<file path="config.mk">
export PLATFORM = sky130hd
export DESIGN_NAME = stack_expression_evaluator
export DESIGN_NICKNAME = d
export VERILOG_FILES = /design/src/rtl/core/see_pkg.sv /design/src/rtl/core/see_ram.sv /design/src/rtl/core/see_alu.sv /design/src/rtl/core/stack_expression_evaluator.sv
export VERILOG_INCLUDE_DIRS = /design/src /design/src/rtl/core
export SDC_FILE = /design/constraint.sdc
export NUM_CORES = 1
export LEC_CHECK = 0
export BUFFER_PORTS_ARGS = -buffer_cell sky130_fd_sc_hd__buf_2
export CELL_PAD_IN_SITES_DETAIL_PLACEMENT = 0
export CELL_PAD_IN_SITES_GLOBAL_PLACEMENT = 1
export CORE_MARGIN = 5
export CORE_UTILIZATION = 45
export CTS_CLUSTER_DIAMETER = 40
export DETAILED_ROUTE_END_ITERATION = 16
export GPL_TIMING_DRIVEN = 1
export PLACE_DENSITY_LB_ADDON = 0.1
export SLEW_MARGIN = 30
export SYNTH_ARGS = -nofsm -noshare
export SYNTH_HDL_FRONTEND = slang
export SYNTH_HIERARCHICAL = 1
export SYNTH_SLANG_ARGS = --single-unit
</file>
<file path="constraint.sdc">
create_clock -name i_clk -period 7.78 [get_ports i_clk]
set_clock_uncertainty 0.05 [all_clocks]
set_input_delay 0.389 -clock i_clk [delete_from_list [all_inputs] [get_ports i_clk]]
set_output_delay 0.389 -clock i_clk [all_outputs]
set_load 0.05 [all_outputs]
</file>
<file path="src/rtl/core/stack_expression_evaluator_assert.svh">
// Assertion macros for the stack expression evaluator.
`ifndef STACK_EXPRESSION_EVALUATOR_ASSERT_SVH
`define STACK_EXPRESSION_EVALUATOR_ASSERT_SVH

// Same-cycle implication, checked outside reset.
`define SEE_ASSERT_NOW(label, ante, cons, msg) \
    label: assert property (@(posedge i_clk) disable iff (!i_rst_n) \
        (ante) |-> (cons)) else $error(msg);

// Next-cycle implication, checked outside reset.
`define SEE_ASSERT_NEXT(label, ante, cons, msg) \
    label: assert property (@(posedge i_clk) disable iff (!i_rst_n) \
        (ante) |=> (cons)) else $error(msg);

`endif

</file>
<file path="src/rtl/core/see_pkg.sv">
// Shared types, sizes and codes for the stack expression evaluator.
`timescale 1ns / 1ps

package see_pkg;

    localparam int STACK_DEPTH = 16;
    localparam int SP_W        = $clog2(STACK_DEPTH + 1);
    localparam int ADDR_W      = $clog2(STACK_DEPTH);
    localparam int DATA_W      = 32;
    localparam int CMD_W       = 4;
    localparam int STATUS_W    = 3;

    typedef logic [DATA_W-1:0]   t_word;
    typedef logic [SP_W-1:0]     t_sp;
    typedef logic [ADDR_W-1:0]   t_addr;
    typedef logic [CMD_W-1:0]    t_cmd;
    typedef logic [STATUS_W-1:0] t_status;

    // Listed from the top bit down: cmd sits in the lowest bits.
    typedef struct packed {
        logic  fetch_ok;
        t_word operand;
        t_cmd  cmd;
    } t_instr;

    localparam t_cmd OP_FLAG  = 4'd0;
    localparam t_cmd OP_LOAD  = 4'd1;
    localparam t_cmd OP_CONST = 4'd2;
    localparam t_cmd OP_NOT   = 4'd3;
    localparam t_cmd OP_NEG   = 4'd4;
    localparam t_cmd OP_OR    = 4'd5;
    localparam t_cmd OP_AND   = 4'd6;
    localparam t_cmd OP_EQ    = 4'd7;
    localparam t_cmd OP_GT    = 4'd8;
    localparam t_cmd OP_GE    = 4'd9;
    localparam t_cmd OP_LT    = 4'd10;
    localparam t_cmd OP_LE    = 4'd11;
    localparam t_cmd OP_ADD   = 4'd12;

    localparam t_status ST_OK    = 3'd0;
    localparam t_status ST_BADOP = 3'd1;
    localparam t_status ST_OVER  = 3'd2;
    localparam t_status ST_UNDER = 3'd3;
    localparam t_status ST_FETCH = 3'd4;
    localparam t_status ST_DEPTH = 3'd5;

endpackage

</file>
<file path="src/rtl/core/see_ram.sv">
// Generic single-port-write, registered-read RAM.
`timescale 1ns / 1ps

module see_ram #(
    parameter int WIDTH = 32,
    parameter int DEPTH = 16
) (
    input  logic                     i_clk,
    input  logic                     i_we,
    input  logic [$clog2(DEPTH)-1:0] i_waddr,
    input  logic [WIDTH-1:0]         i_wdata,
    input  logic [$clog2(DEPTH)-1:0] i_raddr,
    output logic [WIDTH-1:0]         o_rdata
);

    logic [WIDTH-1:0] r_mem [DEPTH];
    logic [WIDTH-1:0] r_rdata;

    always_ff @(posedge i_clk) begin
        if (i_we) begin
            r_mem[i_waddr] <= i_wdata;
        end
        r_rdata <= r_mem[i_raddr];
    end

    assign o_rdata = r_rdata;

endmodule

</file>
<file path="src/rtl/core/see_alu.sv">
// Value unit: push value, unary and binary operator results.
`timescale 1ns / 1ps

module see_alu import see_pkg::*; (
    input  t_cmd  i_cmd,
    input  t_word i_operand,
    input  t_word i_tos,
    input  t_word i_nos,
    output t_word o_result
);

    always_comb begin
        case (i_cmd)
            OP_FLAG:  o_result = t_word'(i_operand != '0);
            OP_LOAD:  o_result = i_operand;
            OP_CONST: o_result = i_operand;
            OP_NOT:   o_result = t_word'(i_tos == '0);
            OP_NEG:   o_result = ~i_tos + t_word'(1);
            OP_OR:    o_result = t_word'((i_nos != '0) || (i_tos != '0));
            OP_AND:   o_result = t_word'((i_nos != '0) && (i_tos != '0));
            OP_EQ:    o_result = t_word'(i_nos == i_tos);
            OP_GT:    o_result = t_word'($signed(i_nos) >  $signed(i_tos));
            OP_GE:    o_result = t_word'($signed(i_nos) >= $signed(i_tos));
            OP_LT:    o_result = t_word'($signed(i_nos) <  $signed(i_tos));
            OP_LE:    o_result = t_word'($signed(i_nos) <= $signed(i_tos));
            OP_ADD:   o_result = i_nos + i_tos;
            default:  o_result = '0;
        endcase
    end

endmodule

</file>
<file path="src/rtl/core/stack_expression_evaluator.sv">
// Stack expression evaluator: the verdict for a last item is registered.
// Throughput: one item per cycle while not stalled; top two stack entries live
// in registers, deeper ones in a RAM whose next-below entry is prefetched.
// A two-slot output (register plus skid) stalls input only when both hold.
// Synchronous active-low reset clears pointer, error and output valids;
// RAM contents are not cleared (entries are always written before read).
`timescale 1ns / 1ps

module stack_expression_evaluator import see_pkg::*; (
    input  logic        i_clk,
    input  logic        i_rst_n,
    input  logic        i_s_tvalid,
    output logic        o_s_tready,
    input  logic [39:0] i_s_tdata,   // cmd[3:0], operand_value[35:4], fetch_ok[36]
    input  logic        i_s_tlast,
    output logic        o_m_tvalid,
    input  logic        i_m_tready,
    output logic [7:0]  o_m_tdata    // status[2:0], truth[3]
);

    t_instr  w_in;
    logic    w_acc;
    logic    w_prod;

    t_sp     r_sp,  n_sp,  e_sp;
    t_status r_err, n_err, e_err;
    t_word   r_tos, e_tos;
    t_word   r_nos, e_nos;
    t_word   r_fwd;
    logic    r_use_fwd;

    logic    w_we;
    t_sp     w_wsub, w_rsub;
    t_word   w_rdata, w_below, w_alu;

    t_status w_status;
    logic    w_truth;

    logic    r_out_valid, r_skid_valid;
    t_status r_out_status, r_skid_status;
    logic    r_out_truth, r_skid_truth;
    logic    w_take;

    assign w_in     = i_s_tdata[36:0];
    assign w_acc    = i_s_tvalid && o_s_tready;
    assign w_prod   = w_acc && i_s_tlast;
    assign w_below  = r_use_fwd ? r_fwd : w_rdata;

    see_alu u_alu (
        .i_cmd     (w_in.cmd),
        .i_operand (w_in.operand),
        .i_tos     (r_tos),
        .i_nos     (r_nos),
        .o_result  (w_alu)
    );

    always_comb begin
        e_sp  = r_sp;
        e_err = r_err;
        e_tos = r_tos;
        e_nos = r_nos;
        w_we  = 1'b0;
        if (w_acc && (r_err == ST_OK)) begin
            if (w_in.cmd > OP_ADD) begin
                e_err = ST_BADOP;
            end else if (w_in.cmd <= OP_CONST) begin
                if ((w_in.cmd != OP_CONST) && !w_in.fetch_ok) begin
                    e_err = ST_FETCH;
                end else if (r_sp == t_sp'(STACK_DEPTH)) begin
                    e_err = ST_OVER;
                end else begin
                    e_tos = w_alu;
                    e_nos = r_tos;
                    e_sp  = r_sp + t_sp'(1);
                    w_we  = (r_sp >= t_sp'(2)) && !i_s_tlast;
                end
            end else if (w_in.cmd <= OP_NEG) begin
                if (r_sp == '0) begin
                    e_err = ST_UNDER;
                end else begin
                    e_tos = w_alu;
                end
            end else begin
                if (r_sp < t_sp'(2)) begin
                    e_err = ST_UNDER;
                end else begin
                    e_tos = w_alu;
                    e_nos = w_below;
                    e_sp  = r_sp - t_sp'(1);
                end
            end
        end
    end

    always_comb begin
        if (e_err != ST_OK) begin
            w_status = e_err;
        end else if (e_sp != t_sp'(1)) begin
            w_status = ST_DEPTH;
        end else begin
            w_status = ST_OK;
        end
        w_truth = (w_status == ST_OK) && (e_tos != '0);
    end

    assign n_sp   = w_prod ? '0 : e_sp;
    assign n_err  = w_prod ? ST_OK : e_err;
    assign w_wsub = r_sp - t_sp'(2);
    assign w_rsub = n_sp - t_sp'(3);

    // Entries below the top two; read address tracks the next pointer.
    see_ram #(
        .WIDTH (DATA_W),
        .DEPTH (STACK_DEPTH)
    ) u_stack_ram (
        .i_clk   (i_clk),
        .i_we    (w_we),
        .i_waddr (w_wsub[ADDR_W-1:0]),
        .i_wdata (r_nos),
        .i_raddr (w_rsub[ADDR_W-1:0]),
        .o_rdata (w_rdata)
    );

    assign w_take     = r_out_valid && i_m_tready;
    assign o_s_tready = !r_skid_valid;
    assign o_m_tvalid = r_out_valid;
    assign o_m_tdata  = {4'b0000, r_out_truth, r_out_status};

    always_ff @(posedge i_clk) begin
        if (!i_rst_n) begin
            r_sp         <= '0;
            r_err        <= ST_OK;
            r_use_fwd    <= 1'b0;
            r_out_valid  <= 1'b0;
            r_skid_valid <= 1'b0;
        end else begin
            r_sp      <= n_sp;
            r_err     <= n_err;
            r_use_fwd <= w_we;
            if (r_skid_valid) begin
                if (w_take) begin
                    r_skid_valid <= 1'b0;
                end
            end else if (w_prod) begin
                if (r_out_valid && !i_m_tready) begin
                    r_skid_valid <= 1'b1;
                end else begin
                    r_out_valid <= 1'b1;
                end
            end else if (w_take) begin
                r_out_valid <= 1'b0;
            end
        end
    end

    always_ff @(posedge i_clk) begin
        r_tos <= e_tos;
        r_nos <= e_nos;
        if (w_we) begin
            r_fwd <= r_nos;
        end
        if (r_skid_valid) begin
            if (w_take) begin
                r_out_status <= r_skid_status;
                r_out_truth  <= r_skid_truth;
            end
        end else if (w_prod) begin
            if (r_out_valid && !i_m_tready) begin
                r_skid_status <= w_status;
                r_skid_truth  <= w_truth;
            end else begin
                r_out_status <= w_status;
                r_out_truth  <= w_truth;
            end
        end
    end

`include "stack_expression_evaluator_assert.svh"

    `SEE_ASSERT_NOW(a_sp_range, 1'b1, r_sp <= t_sp'(STACK_DEPTH), "stack pointer beyond depth")
    `SEE_ASSERT_NOW(a_skid_order, r_skid_valid, r_out_valid, "skid holds item ahead of output")
    `SEE_ASSERT_NEXT(a_last_clear, w_prod, (r_sp == '0) && (r_err == ST_OK), "no clear after last")
    `SEE_ASSERT_NOW(a_fwd_depth, r_use_fwd, r_sp >= t_sp'(3), "forward without entry below")

endmodule

</file>
==> run_results.csv <==
group,metric,value,unit
synthesis,yosys_warnings,6,
global_route,grt_pass1_vias,17015,
global_route,met2_usage,33.5,%
route,drt_first_pass_iters,5,
floorplan,die_height,263,um
global_route,grt_use_met3,3.08,%
power_and_ir_drop,p_comb_share,11.8,%
power_and_ir_drop,switching_power,2.48,mW
setup_path,rr_worst_depth,14,
synthesis,yosysMostFrequentCell,"edfxtp_1",
floorplan,initial_core_util,45.5,%
synthesis,synth_cell_types,82,
setup_path,critPathKind,"register to register",
synthesis,netlist_area,28700,um2
clock_network,cts.htree.levels,3,
timing,fin_ws,2.14,ns
setup_path,arrival,5.95,ns
worst_hold_path,hold_end,"o_m_tvalid$_SDFFE_PN0P_",
global_route,antenna_found_initial,0,
clock_network,clkLatencyLatePin,0.64,ns
timing,drv_slew,0,
setup_path,reg2reg_slack,2.14,ns
setup_path,worstReg2RegEnd,"r_out_truth$_DFFE_PP_",
setup_path,cp_max_fo,21,
timing,maxSlewHeadroom,41.6,%
finish,drive_gt1_share,21.1,%
floorplan,core_region_area,63200,um2
floorplan,io_pins,55,
outcome,status,"finished clean",
timing,hold_viol,0,
setup_path,critPathMaxStageDelay,0.83,ns
floorplan,rows,92,
timing,fin_crit,5.64,ns
clock_network,ctsHoldBuffers,3,
floorplan,die_area,69000,um2
setup_path,required,8.09,ns
synthesis,synth_common_cells,"584 x edfxtp_1, 128 x mux4_2, 108 x nand2_1",
route,antenna_left,0,
clock_network,cts-buffers-inserted,93,
setup_path,r2r_start,"r_nos[1]$_DFFE_PP_",
global_route,grtUsageMet1,32.4,%
finish,syn_to_final_growth,16.3,%
route,drt_iter0_drc,1301,
timing,max_freq,177,MHz
worst_hold_path,hold_class,"input port to register",
placement,io_buffers,47,
power_and_ir_drop,p_leak,11.2,nW
power_and_ir_drop,vdd_ir_drop_max,0.234,mV
setup_path,crit_path_end_kind,"register",
synthesis,avgSynthCellArea,15.8,um2
finish,fin_nets,2029,
global_route,top_usage_layer,"met2",
power_and_ir_drop,seqPwrFrac,42.5,%
route,wire_per_inst,26.6,um
global_route,grt_max_degree,69,
synthesis,ys_seq_area_share,66.2,%
floorplan,die_w,263,um
global_route,overflow,0,
synthesis,yosys_most_used_dff,"edfxtp_1",
placement,dpl_worst_slack,2.20,ns
route,route.detailed.drc,0,
route,num_vias,16799,
flow_run,maxCapViolCount,0,
global_route,grt_pass1_wl,112000,um
clock_network,cts_tree,"built",
synthesis,synthArstFlopShare,0,%
synthesis,synth_edf_count,584,
setup_path,startpoint_type,"register",
placement,place.gp.congestion,0.883,
worst_hold_path,min-delay-start,"i_m_tready",
clock_network,cts_resized,0,
setup_path,critPathSlowestCell,"edfxtp_1",
synthesis,netlist.area_leader.share,61.0,%
finish,diodes,0,
clock_network,cts_setup_buffers,0,
route,via_per_inst,5.92,
power_and_ir_drop,power.internal,7.07,mW
synthesis,synth_seq_cells,659,
worst_hold_path,hold-path-cell-count,4,
synthesis,netlist_instances,1817,
clock_network,clock_sinks,659,
setup_path,path_cells,"ha_1 -> nand2b_1 -> a221oi_1 -> nor2_1 -> o211a_1 -> o311ai_1 -> a21oi_1 -> o41ai_1 -> xnor2_1 -> o21ai_0 -> nor4_1 -> nand4_1 -> o31ai_1 -> o41ai_2",
timing,worstMarginPinSlew,0.876,ns
power_and_ir_drop,pwr-share-clk,45.7,%
power_and_ir_drop,p_per_area,286,nW/um2
global_route,grt_usage,21.5,%
power_and_ir_drop,p_sw_share,25.9,%
route,drt_wl_total,75500,um
clock_network,clk_path_buf_depth,3,
timing,rsz0062_at_grt,"no",
clock_network,clk_pin_slew,0.05,ns
clock_network,cts-root-buf,"clkbuf_16",
timing,fin_tns_setup,0,ns
placement,hpwlAfterDp,44300,um
timing,finalSetupViolCount,0,
timing,period_share,72.4,%
synthesis,synth_area_leader_cell,"edfxtp_1",
synthesis,synthTopCellsByArea,"edfxtp_1 61%, mux4_2 10%, dfxtp_1 5.2%, ha_1 3.1%, a22oi_1 2.1%",
-- layout by cell type (no fill, tap or decap), types with 47 or more instances in the layout --
| master | count |
|---|---|
| a21oi_1 | 48 |
| a22oi_1 | 82 |
| buf_2 | 47 |
| clkbuf_16 | 95 |
| dfxtp_1 | 74 |
| edfxtp_1 | 584 |
| ha_1 | 71 |
| inv_1 | 69 |
| mux4_2 | 128 |
| nand2_1 | 107 |
| nor2_1 | 56 |
| o21ai_0 | 73 |
-- area by class of cell --
| type | instances | area (um2) |
|---|---|---|
| clock inverters | 66 | 836 |
| inverters | 69 | 259 |
| flip-flops and latches | 659 | 19000 |
| well taps | 846 | 1060 |
| multi-input cells | 1002 | 9230 |
| clock buffers | 109 | 2460 |
| repair buffers | 86 | 561 |
| fillers | 5159 | 29800 |
-- sequential cells by signal, indices dropped and copies added, names as in the netlist, 3 cells and up --
name / cells
u_stack_ram/r_mem: 512
r_fwd: 32
r_nos: 32
r_tos: 32
u_stack_ram/o_rdata: 32
r_sp: 5
r_err: 3
r_out_status: 3
r_skid_status: 3
-- power by group through the flow --
stage | Clock [mW] | Combinational (mW) | Sequential, mW
6_report | 4.37 | 1.13 | 4.06
5_1_grt | 4.61 | 1.23 | 4.07
4_1_cts | 4.45 | 1.12 | 4.06
3_5_place_dp | 0 | 1.11 | 4.13
3_3_place_gp | 0 | 1.11 | 4.13
2_1_floorplan | 0 | 0.838 | 4.06
-- logic make-up (layout without fill, tap and decap cells) --
group / after synthesis / count (layout) / share of synthesized area (%)
AO/OA/AOI/OAI: 314 / 314 / 7.39
XOR/XNOR: 50 / 50 / 1.52
adder cells (fa/ha/maj): 73 / 73 / 3.20
buffers and inverters: 159 / 330 / 2.45
flip-flops: 659 / 659 / 66.2
multiplexers: 197 / 197 / 12.6
other: 1 / 4 / 0.0130
AND/OR/NAND/NOR: 364 / 364 / 6.62
-- worst max path at each step --
stage / from / endpoint / slack, ns / depth (start not counted)
floorplan: r_skid_valid$_SDFF_PN0_ / u_stack_ram/r_mem[0][0]$_DFFE_PP_ / 1.32 / 6
global placement: r_nos[1]$_DFFE_PP_ / r_out_truth$_DFFE_PP_ / 2.28 / 14
detailed placement: r_nos[1]$_DFFE_PP_ / r_skid_truth$_DFFE_PP_ / 2.20 / 14
CTS: r_nos[1]$_DFFE_PP_ / r_out_truth$_DFFE_PP_ / 2.19 / 14
global route: r_nos[1]$_DFFE_PP_ / r_out_truth$_DFFE_PP_ / 1.89 / 14
finish: r_nos[1]$_DFFE_PP_ / r_out_truth$_DFFE_PP_ / 2.14 / 14
-- critical path: cells and delay by family, from the launching register on --
family,cells,cell delay [ns]
XOR/XNOR,1,0.21
flip-flops,1,0.83
AND/OR/NAND/NOR,4,0.96
AO/OA/AOI/OAI,8,2.96
adder cells (fa/ha/maj),1,0.38
-- layer usage --
layer  vias to the layer above  wire length (um)
met5                         -                 0
met4                         0              1270
met3                        86              4080
met2                       482             35000
met1                      8789             35200
li1                       7442                 -
-- stage by stage --
| step | cell area, um2 | hold slack (ns) | utilization [%] | total power, mW | instances |
|---|---|---|---|---|---|
| 6_report | 33400 | 0.0898 | 52.9 | 9.55 | 2837 |
| 5_1_grt | 33400 | 0.0968 | 52.9 | 9.92 | 2837 |
| 4_1_cts | 33400 | 0.0594 | 52.9 | 9.63 | 2836 |
| 3_5_place_dp | 30100 | 0.478 | 47.6 | 5.24 | 2658 |
| 3_3_place_gp | 30100 | 0.469 | 47.6 | 5.24 | 2658 |
| 2_1_floorplan | 28800 | 0.447 | - | 4.90 | 1820 |
(Power assumes the default switching activity.)
